**config.mk**
```make
export PLATFORM = sky130hd
export DESIGN_NAME = pixel_zoom_blit_core
export DESIGN_NICKNAME = d
export VERILOG_FILES = /design/src/pzb_pkg.sv /design/src/pzb_front.sv /design/src/pzb_queue.sv /design/src/pzb_back.sv /design/src/pixel_zoom_blit_core.sv
export SDC_FILE = /design/constraint.sdc
export NUM_CORES = 1
export LEC_CHECK = 0
export ABC_CLOCK_PERIOD_IN_PS = 8900
export BUFFER_PORTS_ARGS = -buffer_cell sky130_fd_sc_hd__clkbuf_2
export CORE_MARGIN = 2
export CORE_UTILIZATION = 60
export CTS_BUF_LIST = sky130_fd_sc_hd__clkbuf_2
export DETAILED_ROUTE_END_ITERATION = 8
export PLACE_DENSITY = 0.75
export SLEW_MARGIN = 0
export SYNTH_ARGS = -nofsm -noshare
export SYNTH_HDL_FRONTEND = slang
export SYNTH_SLANG_ARGS = --single-unit
```
**constraint.sdc**
```tcl
create_clock -name clk -period 8.9 [get_ports clk]
set_input_delay 0.445 -clock clk [delete_from_list [all_inputs] [get_ports clk]]
set_output_delay 0.445 -clock clk [all_outputs]
set_load 0.005 [all_outputs]
```
**src/pzb_pkg.sv**
```systemverilog
// pzb_pkg: shared types and constants of the pixel zoom blit core.
// Used by every module in src; depends on nothing.
`default_nettype none
package pzb_pkg;

    // coordinate width; covers dst origin plus the largest spread times offset
    localparam int CW         = 16;
    localparam int ADDR_W     = 17;
    localparam int VALUE_W    = 8;
    localparam int SPREAD_W   = 6;
    localparam int CFG_DATA_W = 10;
    localparam int CFG_IDX_W  = 3;

    // mode register fields
    localparam int MODE_SKIP_BLACK = 6;
    localparam int MODE_SKIP_OTHER = 7;

    // writes made at most per source pixel (count of the final one)
    localparam logic [SPREAD_W-1:0] LAST_WRITE = 6'd63;

    // register indexes of the configuration port
    typedef enum logic [CFG_IDX_W-1:0] {
        REG_SRC_X      = 3'd0,
        REG_SRC_Y      = 3'd1,
        REG_WIN_WIDTH  = 3'd2,
        REG_WIN_HEIGHT = 3'd3,
        REG_DST_X      = 3'd4,
        REG_DST_Y      = 3'd5,
        REG_MODE       = 3'd6
    } cfg_index_t;

    typedef struct packed {
        logic [8:0] src_x;
        logic [7:0] src_y;
        logic [9:0] win_width;
        logic [8:0] win_height;
        logic [8:0] dst_x;
        logic [7:0] dst_y;
        logic [7:0] mode;
    } cfg_t;

    // one square to draw: clipped column and row counts, start address
    typedef struct packed {
        logic [VALUE_W-1:0]  value;
        logic [ADDR_W-1:0]   base_addr;
        logic [SPREAD_W-1:0] n_cols;
        logic [SPREAD_W-1:0] n_rows;
    } cmd_t;

    localparam int QUEUE_DEPTH = 2;
    localparam int QPTR_W      = 1;

    // command queue status seen by both sides
    typedef struct packed {
        logic full;
        logic empty;
    } q_status_t;

    typedef enum logic {
        BACK_IDLE = 1'b0,
        BACK_RUN  = 1'b1
    } back_state_t;

endpackage
`default_nettype wire

```
**src/pzb_front.sv**
```systemverilog
// pzb_front: accepts source pixels, drops the ones not copied and turns the
// rest into clipped square commands. Depends on pzb_pkg.
`default_nettype none
module pzb_front #(
    parameter int FRAME_W    = 512,
    parameter int FRAME_H    = 256,
    parameter int MAX_SPREAD = 8
) (
    input  wire                          clk,
    input  wire                          rst_n,
    input  pzb_pkg::cfg_t                cfg,
    input  wire                          push,
    output logic                         full,
    input  wire  [pzb_pkg::VALUE_W-1:0]  pixel_value,
    input  wire  [8:0]                   col,
    input  wire  [7:0]                   row,
    input  pzb_pkg::q_status_t           q_status,
    output logic                         q_push,
    output pzb_pkg::cmd_t                q_cmd
);

    localparam logic [12:0] FW13 = 13'(FRAME_W);
    localparam logic [12:0] FH13 = 13'(FRAME_H);
    localparam logic [pzb_pkg::CW-1:0] FW_C = pzb_pkg::CW'(FRAME_W);
    localparam logic [pzb_pkg::CW-1:0] FH_C = pzb_pkg::CW'(FRAME_H);
    localparam logic [pzb_pkg::ADDR_W-1:0] FW_A = pzb_pkg::ADDR_W'(FRAME_W);
    localparam logic [pzb_pkg::SPREAD_W-1:0] MAX_SP = pzb_pkg::SPREAD_W'(MAX_SPREAD);

    logic                            s1_valid_reg, s1_valid_next;
    logic                            s1_keep_reg;
    logic [pzb_pkg::VALUE_W-1:0]     s1_value_reg;
    logic [pzb_pkg::CW-1:0]          s1_bx_reg, s1_by_reg;
    logic [pzb_pkg::SPREAD_W-1:0]    s1_spread_reg;

    logic                            accept, s1_free;
    logic                            in_win, in_src, copy, keep;
    logic [pzb_pkg::SPREAD_W-1:0]    spread;
    logic [pzb_pkg::CW-1:0]          bx, by;
    logic [pzb_pkg::CW-1:0]          room_x, room_y;
    logic [pzb_pkg::SPREAD_W-1:0]    n_cols, n_rows;

    // stage one frees when empty or when the queue takes its content
    assign s1_free = !s1_valid_reg || !q_status.full;
    assign full    = !s1_free;
    assign accept  = push && s1_free;

    // classify the request against window, source frame and mode
    always_comb
    begin
        in_win = ({1'b0, col} < cfg.win_width) && ({1'b0, row} < cfg.win_height);
        in_src = ((13'(cfg.src_x) + 13'(col)) < FW13)
              && ((13'(cfg.src_y) + 13'(row)) < FH13);
        copy   = (pixel_value == '0) ? !cfg.mode[pzb_pkg::MODE_SKIP_BLACK]
                                     : !cfg.mode[pzb_pkg::MODE_SKIP_OTHER];
        keep   = in_win && in_src && copy;

        spread = cfg.mode[pzb_pkg::SPREAD_W-1:0];
        if (spread == '0)
        begin
            spread = pzb_pkg::SPREAD_W'(1);
        end
        if (spread > MAX_SP)
        begin
            spread = MAX_SP;
        end

        bx = pzb_pkg::CW'(cfg.dst_x)
           + pzb_pkg::CW'(15'(spread) * 15'(col));
        by = pzb_pkg::CW'(cfg.dst_y)
           + pzb_pkg::CW'(14'(spread) * 14'(row));
    end

    always_comb
    begin
        s1_valid_next = s1_valid_reg;
        if (accept)
        begin
            s1_valid_next = 1'b1;
        end
        else if (s1_free)
        begin
            s1_valid_next = 1'b0;
        end
    end

    always_ff @(posedge clk or negedge rst_n)
    begin
        if (!rst_n)
        begin
            s1_valid_reg <= 1'b0;
        end
        else
        begin
            s1_valid_reg <= s1_valid_next;
        end
    end

    // hold the classified pixel and its square origin
    always_ff @(posedge clk)
    begin
        if (accept)
        begin
            s1_keep_reg   <= keep;
            s1_value_reg  <= pixel_value;
            s1_bx_reg     <= bx;
            s1_by_reg     <= by;
            s1_spread_reg <= spread;
        end
    end

    // clip the square to the destination frame and form its start address
    always_comb
    begin
        room_x = FW_C - s1_bx_reg;
        room_y = FH_C - s1_by_reg;
        if (s1_bx_reg >= FW_C)
        begin
            n_cols = '0;
        end
        else if (room_x < pzb_pkg::CW'(s1_spread_reg))
        begin
            n_cols = pzb_pkg::SPREAD_W'(room_x);
        end
        else
        begin
            n_cols = s1_spread_reg;
        end
        if (s1_by_reg >= FH_C)
        begin
            n_rows = '0;
        end
        else if (room_y < pzb_pkg::CW'(s1_spread_reg))
        begin
            n_rows = pzb_pkg::SPREAD_W'(room_y);
        end
        else
        begin
            n_rows = s1_spread_reg;
        end

        q_cmd.value     = s1_value_reg;
        q_cmd.base_addr = pzb_pkg::ADDR_W'(pzb_pkg::ADDR_W'(s1_by_reg) * FW_A)
                        + pzb_pkg::ADDR_W'(s1_bx_reg);
        q_cmd.n_cols    = n_cols;
        q_cmd.n_rows    = n_rows;

        // drop requests with nothing inside the frame
        q_push = s1_valid_reg && s1_keep_reg && !q_status.full
              && (n_cols != '0) && (n_rows != '0);
    end

endmodule
`default_nettype wire

```
**src/pzb_queue.sv**
```systemverilog
// pzb_queue: short command queue between the front and the back end.
// Depends on pzb_pkg.
`default_nettype none
module pzb_queue (
    input  wire                 clk,
    input  wire                 rst_n,
    input  wire                 wr_en,
    input  pzb_pkg::cmd_t       wr_data,
    input  wire                 rd_en,
    output pzb_pkg::cmd_t       rd_data,
    output pzb_pkg::q_status_t  status
);

    localparam logic [pzb_pkg::QPTR_W:0] DEPTH_C = (pzb_pkg::QPTR_W + 1)'(pzb_pkg::QUEUE_DEPTH);

    pzb_pkg::cmd_t                 mem [pzb_pkg::QUEUE_DEPTH];
    logic [pzb_pkg::QPTR_W-1:0]    wr_ptr_reg, wr_ptr_next;
    logic [pzb_pkg::QPTR_W-1:0]    rd_ptr_reg, rd_ptr_next;
    logic [pzb_pkg::QPTR_W:0]      count_reg, count_next;

    assign status.full  = (count_reg == DEPTH_C);
    assign status.empty = (count_reg == '0);
    assign rd_data      = mem[rd_ptr_reg];

    // advance pointers and count on push and pop
    always_comb
    begin
        wr_ptr_next = wr_ptr_reg;
        rd_ptr_next = rd_ptr_reg;
        count_next  = count_reg;
        if (wr_en)
        begin
            wr_ptr_next = wr_ptr_reg + 1'b1;
        end
        if (rd_en)
        begin
            rd_ptr_next = rd_ptr_reg + 1'b1;
        end
        if (wr_en && !rd_en)
        begin
            count_next = count_reg + 1'b1;
        end
        else if (rd_en && !wr_en)
        begin
            count_next = count_reg - 1'b1;
        end
    end

    always_ff @(posedge clk or negedge rst_n)
    begin
        if (!rst_n)
        begin
            wr_ptr_reg <= '0;
            rd_ptr_reg <= '0;
            count_reg  <= '0;
        end
        else
        begin
            wr_ptr_reg <= wr_ptr_next;
            rd_ptr_reg <= rd_ptr_next;
            count_reg  <= count_next;
        end
    end

    // store the command
    always_ff @(posedge clk)
    begin
        if (wr_en)
        begin
            mem[wr_ptr_reg] <= wr_data;
        end
    end

endmodule
`default_nettype wire

```
**src/pzb_back.sv**
```systemverilog
// pzb_back: walks each clipped square row by row and emits one frame-buffer
// write per cycle into the free or popped result register. Depends on pzb_pkg.
`default_nettype none
module pzb_back #(
    parameter int FRAME_W = 512
) (
    input  wire                          clk,
    input  wire                          rst_n,
    input  pzb_pkg::q_status_t           q_status,
    input  pzb_pkg::cmd_t                q_cmd,
    output logic                         q_pop,
    output logic                         empty,
    input  wire                          pop,
    output logic [pzb_pkg::ADDR_W-1:0]   write_address,
    output logic [pzb_pkg::VALUE_W-1:0]  write_value,
    output logic                         last
);

    localparam logic [pzb_pkg::ADDR_W-1:0] FW_A = pzb_pkg::ADDR_W'(FRAME_W);

    pzb_pkg::back_state_t            state_reg, state_next;
    logic                            out_valid_reg, out_valid_next;
    logic [pzb_pkg::ADDR_W-1:0]      out_addr_reg;
    logic [pzb_pkg::VALUE_W-1:0]     out_value_reg;
    logic                            out_last_reg;

    pzb_pkg::cmd_t                   cmd_reg;
    logic [pzb_pkg::ADDR_W-1:0]      row_addr_reg, row_addr_next;
    logic [pzb_pkg::SPREAD_W-1:0]    col_reg, col_next;
    logic [pzb_pkg::SPREAD_W-1:0]    row_reg, row_next;
    logic [pzb_pkg::SPREAD_W-1:0]    cnt_reg, cnt_next;

    logic                            emit, load, end_col, cur_last;

    assign empty         = !out_valid_reg;
    assign write_address = out_addr_reg;
    assign write_value   = out_value_reg;
    assign last          = out_last_reg;

    // walk the square; pick up the next command on the final write
    always_comb
    begin
        end_col  = (col_reg == cmd_reg.n_cols - 1'b1);
        cur_last = (end_col && (row_reg == cmd_reg.n_rows - 1'b1))
                || (cnt_reg == pzb_pkg::LAST_WRITE);
        emit     = (state_reg == pzb_pkg::BACK_RUN) && (!out_valid_reg || pop);

        state_next     = state_reg;
        row_addr_next  = row_addr_reg;
        col_next       = col_reg;
        row_next       = row_reg;
        cnt_next       = cnt_reg;
        out_valid_next = out_valid_reg;
        load           = 1'b0;

        if (emit)
        begin
            out_valid_next = 1'b1;
        end
        else if (pop)
        begin
            out_valid_next = 1'b0;
        end

        case (state_reg)
            pzb_pkg::BACK_IDLE:
            begin
                load = !q_status.empty;
            end
            pzb_pkg::BACK_RUN:
            begin
                if (emit)
                begin
                    if (cur_last)
                    begin
                        load       = !q_status.empty;
                        state_next = pzb_pkg::BACK_IDLE;
                    end
                    else if (end_col)
                    begin
                        col_next      = '0;
                        row_next      = row_reg + 1'b1;
                        row_addr_next = row_addr_reg + FW_A;
                        cnt_next      = cnt_reg + 1'b1;
                    end
                    else
                    begin
                        col_next = col_reg + 1'b1;
                        cnt_next = cnt_reg + 1'b1;
                    end
                end
            end
            default:
            begin
                state_next = pzb_pkg::BACK_IDLE;
            end
        endcase

        if (load)
        begin
            state_next    = pzb_pkg::BACK_RUN;
            row_addr_next = q_cmd.base_addr;
            col_next      = '0;
            row_next      = '0;
            cnt_next      = '0;
        end
        q_pop = load;
    end

    always_ff @(posedge clk or negedge rst_n)
    begin
        if (!rst_n)
        begin
            state_reg     <= pzb_pkg::BACK_IDLE;
            out_valid_reg <= 1'b0;
            col_reg       <= '0;
            row_reg       <= '0;
            cnt_reg       <= '0;
        end
        else
        begin
            state_reg     <= state_next;
            out_valid_reg <= out_valid_next;
            col_reg       <= col_next;
            row_reg       <= row_next;
            cnt_reg       <= cnt_next;
        end
    end

    // hold the current command and the result payload
    always_ff @(posedge clk)
    begin
        row_addr_reg <= row_addr_next;
        if (load)
        begin
            cmd_reg <= q_cmd;
        end
        if (emit)
        begin
            out_addr_reg  <= row_addr_reg + pzb_pkg::ADDR_W'(col_reg);
            out_value_reg <= cmd_reg.value;
            out_last_reg  <= cur_last;
        end
    end

endmodule
`default_nettype wire

```
**src/pixel_zoom_blit_core.sv**
```systemverilog
// pixel_zoom_blit_core: top level of the nearest-neighbor zoom blitter; holds
// the configuration registers. Depends on pzb_pkg, pzb_front, pzb_queue, pzb_back.
`default_nettype none
// Each source pixel pushed in becomes a spread x spread square of frame-buffer
// writes, clipped to the FRAME_W x FRAME_H frame and cut after 64 writes, sent
// row by row with last set on the final one. A pixel is classified as it is
// accepted, then clipped and addressed from one front register, and lands in a
// two-entry command queue; the back end then makes one write per cycle while
// the output register is empty or being popped, and a dropped pixel never
// reaches the queue. The back-end write loop sets the sustained rate. The user
// must write the configuration registers only while no request is in flight;
// the block itself does not enforce this.
module pixel_zoom_blit_core #(
    parameter int FRAME_W    = 512,
    parameter int FRAME_H    = 256,
    parameter int MAX_SPREAD = 8
) (
    input  wire                              clk,
    input  wire                              rst_n,
    input  wire                              cfg_write,
    input  wire  [pzb_pkg::CFG_IDX_W-1:0]    cfg_index,
    input  wire  [pzb_pkg::CFG_DATA_W-1:0]   cfg_data,
    input  wire                              push,
    output logic                             full,
    input  wire  [pzb_pkg::VALUE_W-1:0]      pixel_value,
    input  wire  [8:0]                       col,
    input  wire  [7:0]                       row,
    output logic                             empty,
    input  wire                              pop,
    output logic [pzb_pkg::ADDR_W-1:0]       write_address,
    output logic [pzb_pkg::VALUE_W-1:0]      write_value,
    output logic                             last
);

    // registers after reset: zoom of one, empty window
    localparam pzb_pkg::cfg_t CFG_RESET = '{
        src_x: 9'd0, src_y: 8'd0, win_width: 10'd0, win_height: 9'd0,
        dst_x: 9'd0, dst_y: 8'd0, mode: 8'd1
    };

    pzb_pkg::cfg_t       cfg_reg, cfg_next;
    pzb_pkg::q_status_t  q_status;
    pzb_pkg::cmd_t       q_wr_cmd, q_rd_cmd;
    logic                q_push, q_pop;

    // decode register writes; indexes past the list are ignored
    always_comb
    begin
        cfg_next = cfg_reg;
        if (cfg_write)
        begin
            case (pzb_pkg::cfg_index_t'(cfg_index))
                pzb_pkg::REG_SRC_X:      cfg_next.src_x      = cfg_data[8:0];
                pzb_pkg::REG_SRC_Y:      cfg_next.src_y      = cfg_data[7:0];
                pzb_pkg::REG_WIN_WIDTH:  cfg_next.win_width  = cfg_data[9:0];
                pzb_pkg::REG_WIN_HEIGHT: cfg_next.win_height = cfg_data[8:0];
                pzb_pkg::REG_DST_X:      cfg_next.dst_x      = cfg_data[8:0];
                pzb_pkg::REG_DST_Y:      cfg_next.dst_y      = cfg_data[7:0];
                pzb_pkg::REG_MODE:       cfg_next.mode       = cfg_data[7:0];
                default:                 cfg_next            = cfg_reg;
            endcase
        end
    end

    always_ff @(posedge clk or negedge rst_n)
    begin
        if (!rst_n)
        begin
            cfg_reg <= CFG_RESET;
        end
        else
        begin
            cfg_reg <= cfg_next;
        end
    end

    pzb_front #(
        .FRAME_W    (FRAME_W),
        .FRAME_H    (FRAME_H),
        .MAX_SPREAD (MAX_SPREAD)
    ) u_front (
        .clk         (clk),
        .rst_n       (rst_n),
        .cfg         (cfg_reg),
        .push        (push),
        .full        (full),
        .pixel_value (pixel_value),
        .col         (col),
        .row         (row),
        .q_status    (q_status),
        .q_push      (q_push),
        .q_cmd       (q_wr_cmd)
    );

    pzb_queue u_queue (
        .clk     (clk),
        .rst_n   (rst_n),
        .wr_en   (q_push),
        .wr_data (q_wr_cmd),
        .rd_en   (q_pop),
        .rd_data (q_rd_cmd),
        .status  (q_status)
    );

    pzb_back #(
        .FRAME_W (FRAME_W)
    ) u_back (
        .clk           (clk),
        .rst_n         (rst_n),
        .q_status      (q_status),
        .q_cmd         (q_rd_cmd),
        .q_pop         (q_pop),
        .empty         (empty),
        .pop           (pop),
        .write_address (write_address),
        .write_value   (write_value),
        .last          (last)
    );

endmodule
`default_nettype wire
```
==> flow_summary.rst <==
.. list-table::
   :header-rows: 1

   * - Metric
     - Value
   * - Startpoint types
     - register
   * - DRC violation total after the first TritonRoute iteration
     - 466
   * - Worst rel slew slack
     - 20.5%
   * - Area of combinational cells with multiple inputs
     - ~8000 um2
   * - Worst hold slack
     - about 0.18 ns
   * - Largest net degree at the start of global routing
     - 74
   * - Number of gates resized after cts
     - 0
   * - Count of nets left with antenna violations after detail routing
     - 0
   * - Worst voltage drop across the vdd grid
     - 0.171 mV
   * - Register Area
     - 7650 um2
   * - Worst hold-check path type
     - primary input to register
   * - Effective utilization at floorplan
     - between 60 and 70%
   * - Routed wire length per instance
     - 16.3 um
   * - Vias in the first global route
     - 10900
   * - RSZ-0062 raised after global routing
     - no
   * - Final weighted congestion in routability-driven placement
     - roughly 0.86
   * - Final hold viol count
     - 0
   * - Type of element capturing the critical path
     - register
   * - Placement row count
     - 60
   * - Worst EP required
     - 9.48 ns
   * - Half-perimeter wire length of the detailed placement result
     - 22.9 mm
   * - Adder-cell share of the synthesized area
     - 18.7%
   * - Upper clock frequency limit
     - 161 MHz
   * - Top_reg_cell synth
     - sky130_fd_sc_hd__edfxtp_1
   * - Number of sinks on the clock net
     - ~270
   * - Initial antenna violation count
     - 1
   * - GRT overflow
     - 0
   * - Synth warnings
     - 0
   * - Setup TNS
     - 0 ns
   * - Area of the placeable core
     - 26700 um2
   * - Number of synthesized register bits
     - 269
   * - Clock slew at the register clock pins of the worst setup and hold paths
     - 0.10 ns
   * - Die height
     - between 150 and 200 um
   * - Flip-flop count of the largest register, all copies and words added
     - 74
   * - Via-to-Cell Ratio
     - 5.52
   * - Area added between synthesis and finish
     - 11.0%
   * - Worst Setup Slack post-DPL
     - 2.79 ns
   * - Fin Clk Skew
     - 0.0918 ns
   * - Worst-Margin Slew
     - 1.19 ns
   * - Run status
     - completed
   * - Final worst-path setup slack
     - 2.69 ns
   * - Instance area at placement
     - 17100 um2
   * - Part of the Yosys area used for sequential elements
     - 47.3%
   * - Max-capacitance violation count
     - 0
   * - Post-synth cell types
     - 70
   * - Die footprint
     - ~28000 um2
   * - Cell at the root of the clock tree
     - sky130_fd_sc_hd__clkbuf_2
   * - Fillcell total
     - 2052
   * - Final net count
     - 1770
   * - Mean instance size in the synthesized netlist
     - 12.1 um2
   * - Multiplexer share of the synthesized area
     - 7.16%
   * - Total Wirelength
     - 31.2 mm
   * - Max-slew violations
     - 0
   * - Crit path arrival time
     - 6.79 ns
   * - Power Dens Cells
     - roughly 260 nW/um2
   * - Simple-gate area share of the yosys netlist
     - 11.1%
   * - Worst reg2reg path depth
     - 18
   * - Dominant combinational cell family by area after synthesis
     - adder cells
   * - Number of enable-type register cells in the synthesized netlist
     - 183
   * - Portion of the clock cycle consumed by the worst path in the final layout
     - between 60% and 70%
   * - Total instance count after detailed placement
     - 1773
   * - Summed instance area of the synthesized netlist
     - 16200 um2
   * - Clock buffers created by TritonCTS
     - 68
   * - Number of cells in the finished layout apart from fillers
     - 1919
   * - Worst-Skew Late Latency
     - 0.83 ns
   * - Leakage power summed over all cells
     - a little over 8 nW
   * - DIE WIDTH
     - 168 um
   * - Port Buffer Count
     - 70
   * - Aggregate global-route resource usage
     - a little under a quarter
   * - Number of cells traversed by the worst hold path
     - 5
   * - Via Count
     - 10600
   * - DRC errors left
     - 0
   * - CTS tree
     - yes
   * - Shortest period the worst path allows
     - 6.21 ns
   * - Fraction of registers with async set or reset after synthesis
     - around a third
   * - H-Tree Level Count
     - 3
   * - Maximum fanout along the worst path
     - 35
   * - Layout cells sized above 1
     - 18.0%
   * - Number of post-CTS setup repair buffers
     - 0
   * - Wire length of the first global-routing pass
     - 52.1 mm
   * - I/O pin count
     - 71
   * - Post-Synthesis Cells
     - 1341
   * - # hold bufs at CTS
     - 23
   * - Number of buffers on the longest clock path
     - 3
   * - Area fraction in compound gates after synthesis
     - 7.57%
   * - Xor/xnor share of the synthesized area
     - under 10%
   * - Number of setup violations in the final report
     - 0
   * - Non-Filler Cell Area, Final
     - 18000 um2
   * - Iteration count of the initial detailed-routing pass
     - 5
   * - Worst Path Class, Setup
     - register to register
## Yosys cell counts (9+ instances only)
master / instances / area share, %
sky130_fd_sc_hd__and2_1: 38 / 1.5
sky130_fd_sc_hd__nor2_1: 58 / 1.3
sky130_fd_sc_hd__inv_1: 144 / 3.3
sky130_fd_sc_hd__mux2_2: 69 / 4.8
sky130_fd_sc_hd__nor4_1: 9 / 0.35
sky130_fd_sc_hd__o21bai_1: 11 / 0.51
sky130_fd_sc_hd__a21o_1: 17 / 0.79
sky130_fd_sc_hd__dfrtp_1: 85 / 13
sky130_fd_sc_hd__xnor2_1: 60 / 3.2
sky130_fd_sc_hd__clkbuf_1: 20 / 0.46
sky130_fd_sc_hd__fa_1: 67 / 8.3
sky130_fd_sc_hd__nand2_1: 58 / 1.3
sky130_fd_sc_hd__nand3_1: 33 / 1.0
sky130_fd_sc_hd__a21oi_1: 49 / 1.5
sky130_fd_sc_hd__mux2i_1: 38 / 2.4
sky130_fd_sc_hd__xor2_1: 14 / 0.76
sky130_fd_sc_hd__o21ai_0: 49 / 1.5
sky130_fd_sc_hd__nor3_1: 17 / 0.53
sky130_fd_sc_hd__nand4_1: 11 / 0.43
sky130_fd_sc_hd__and3_1: 41 / 1.6
sky130_fd_sc_hd__a211oi_1: 9 / 0.42
sky130_fd_sc_hd__edfxtp_1: 183 / 34
sky130_fd_sc_hd__ha_1: 135 / 10
sky130_fd_sc_hd__nor2b_1: 10 / 0.39
## stage by stage
stage               power (mW)  utilization (%)
finish                    4.65             67.2
global route              5.05             67.2
CTS                       4.67             67.2
detailed placement        3.80             63.9
global placement          3.72             63.9
floorplan                 3.35                -
## critical path, stage by stage, from the launching register on
cell and delay, ns:
sky130_fd_sc_hd__dfrtp_1 0.40, sky130_fd_sc_hd__nor3_2 0.17, sky130_fd_sc_hd__buf_4 0.28, sky130_fd_sc_hd__inv_1 0.27, sky130_fd_sc_hd__nor2_1 0.86, sky130_fd_sc_hd__and2_1 0.25
sky130_fd_sc_hd__fa_1 0.43, sky130_fd_sc_hd__fa_1 0.48, sky130_fd_sc_hd__fa_1 0.54, sky130_fd_sc_hd__inv_1 0.05, sky130_fd_sc_hd__fa_1 0.49, sky130_fd_sc_hd__inv_1 0.04
sky130_fd_sc_hd__ha_1 0.36, sky130_fd_sc_hd__a21o_1 0.20, sky130_fd_sc_hd__a31o_2 0.22, sky130_fd_sc_hd__a41o_1 0.25, sky130_fd_sc_hd__nor4_1 0.40, sky130_fd_sc_hd__nor2_1 0.12
sky130_fd_sc_hd__xnor2_1 0.14
## cell type report
type                            count  area share (%)
Antenna cell                        1          0.0139
Clock buffer                       99            2.76
Clock inverter                     23           0.808
Inverter                          144            3.01
Multi-Input combinational cell    940            44.8
Sequential cell                   269            42.6
Tap cell                          341            2.38
Timing Repair Buffer              102            3.62
## final timing paths
path / start / slack (ns) / end
setup / recovery: cfg_reg[4]$_DFFE_PN0P_ / 2.69 / u_front.s1_by_reg[12]$_DFFE_PP_
hold / removal: cfg_index[1] / 0.18 / cfg_reg[21]$_DFFE_PN0P_
setup reg to reg: cfg_reg[4]$_DFFE_PN0P_ / 2.69 / u_front.s1_by_reg[12]$_DFFE_PP_
hold reg to reg: u_back.cmd_reg[33]$_DFFE_PN_ / 0.38 / u_back.write_value[4]$_DFFE_PP_
max in group asynchronous: rst_n / 7.20 / cfg_reg[23]$_DFFE_PN0P_
min in group asynchronous: rst_n / 0.60 / u_back.row_reg[4]$_DFFE_PN0P_
## power by group
group          internal, mW  switching, mW
clock                 0.357          0.488
sequential             1.66          0.197
combinational         0.887           1.06
## kinds of logic after synthesis
kind of cell | Yosys count
fa+ha+maj | 202
buf+inv | 168
compound gates | 188
simple gates | 330
flops | 269
other cells | 2
mux | 107
xor+xnor | 75
## layout by cell type (no fill, tap or decap), drive strengths merged, types with 14 or more instances in the layout
cell type    instances
clkbuf             168
mux2                69
nor2                59
clkinv              18
and3                41
nand3               34
a21o                17
and2                38
fa                  67
xor2                14
a21oi               51
nand2               58
mux2i               38
edfxtp             183
nor3                17
xnor2               60
inv                147
o21ai               51
ha                 135
dlygate4sd3         23
conb                38
dfrtp               85
## layer usage
| layer | vias up | wire length [um] | track usage (%) |
|---|---|---|---|
| met3 | 87 | 1360 | 4.16 |
| met4 | 0 | 1170 | 11.1 |
| met5 | - | 0 | 0 |
| met2 | 241 | 15800 | 41.0 |
| met1 | 5101 | 12900 | 27.3 |
| li1 | 5166 | - | - |
Note: power is estimated with default switching activity, not from simulation.
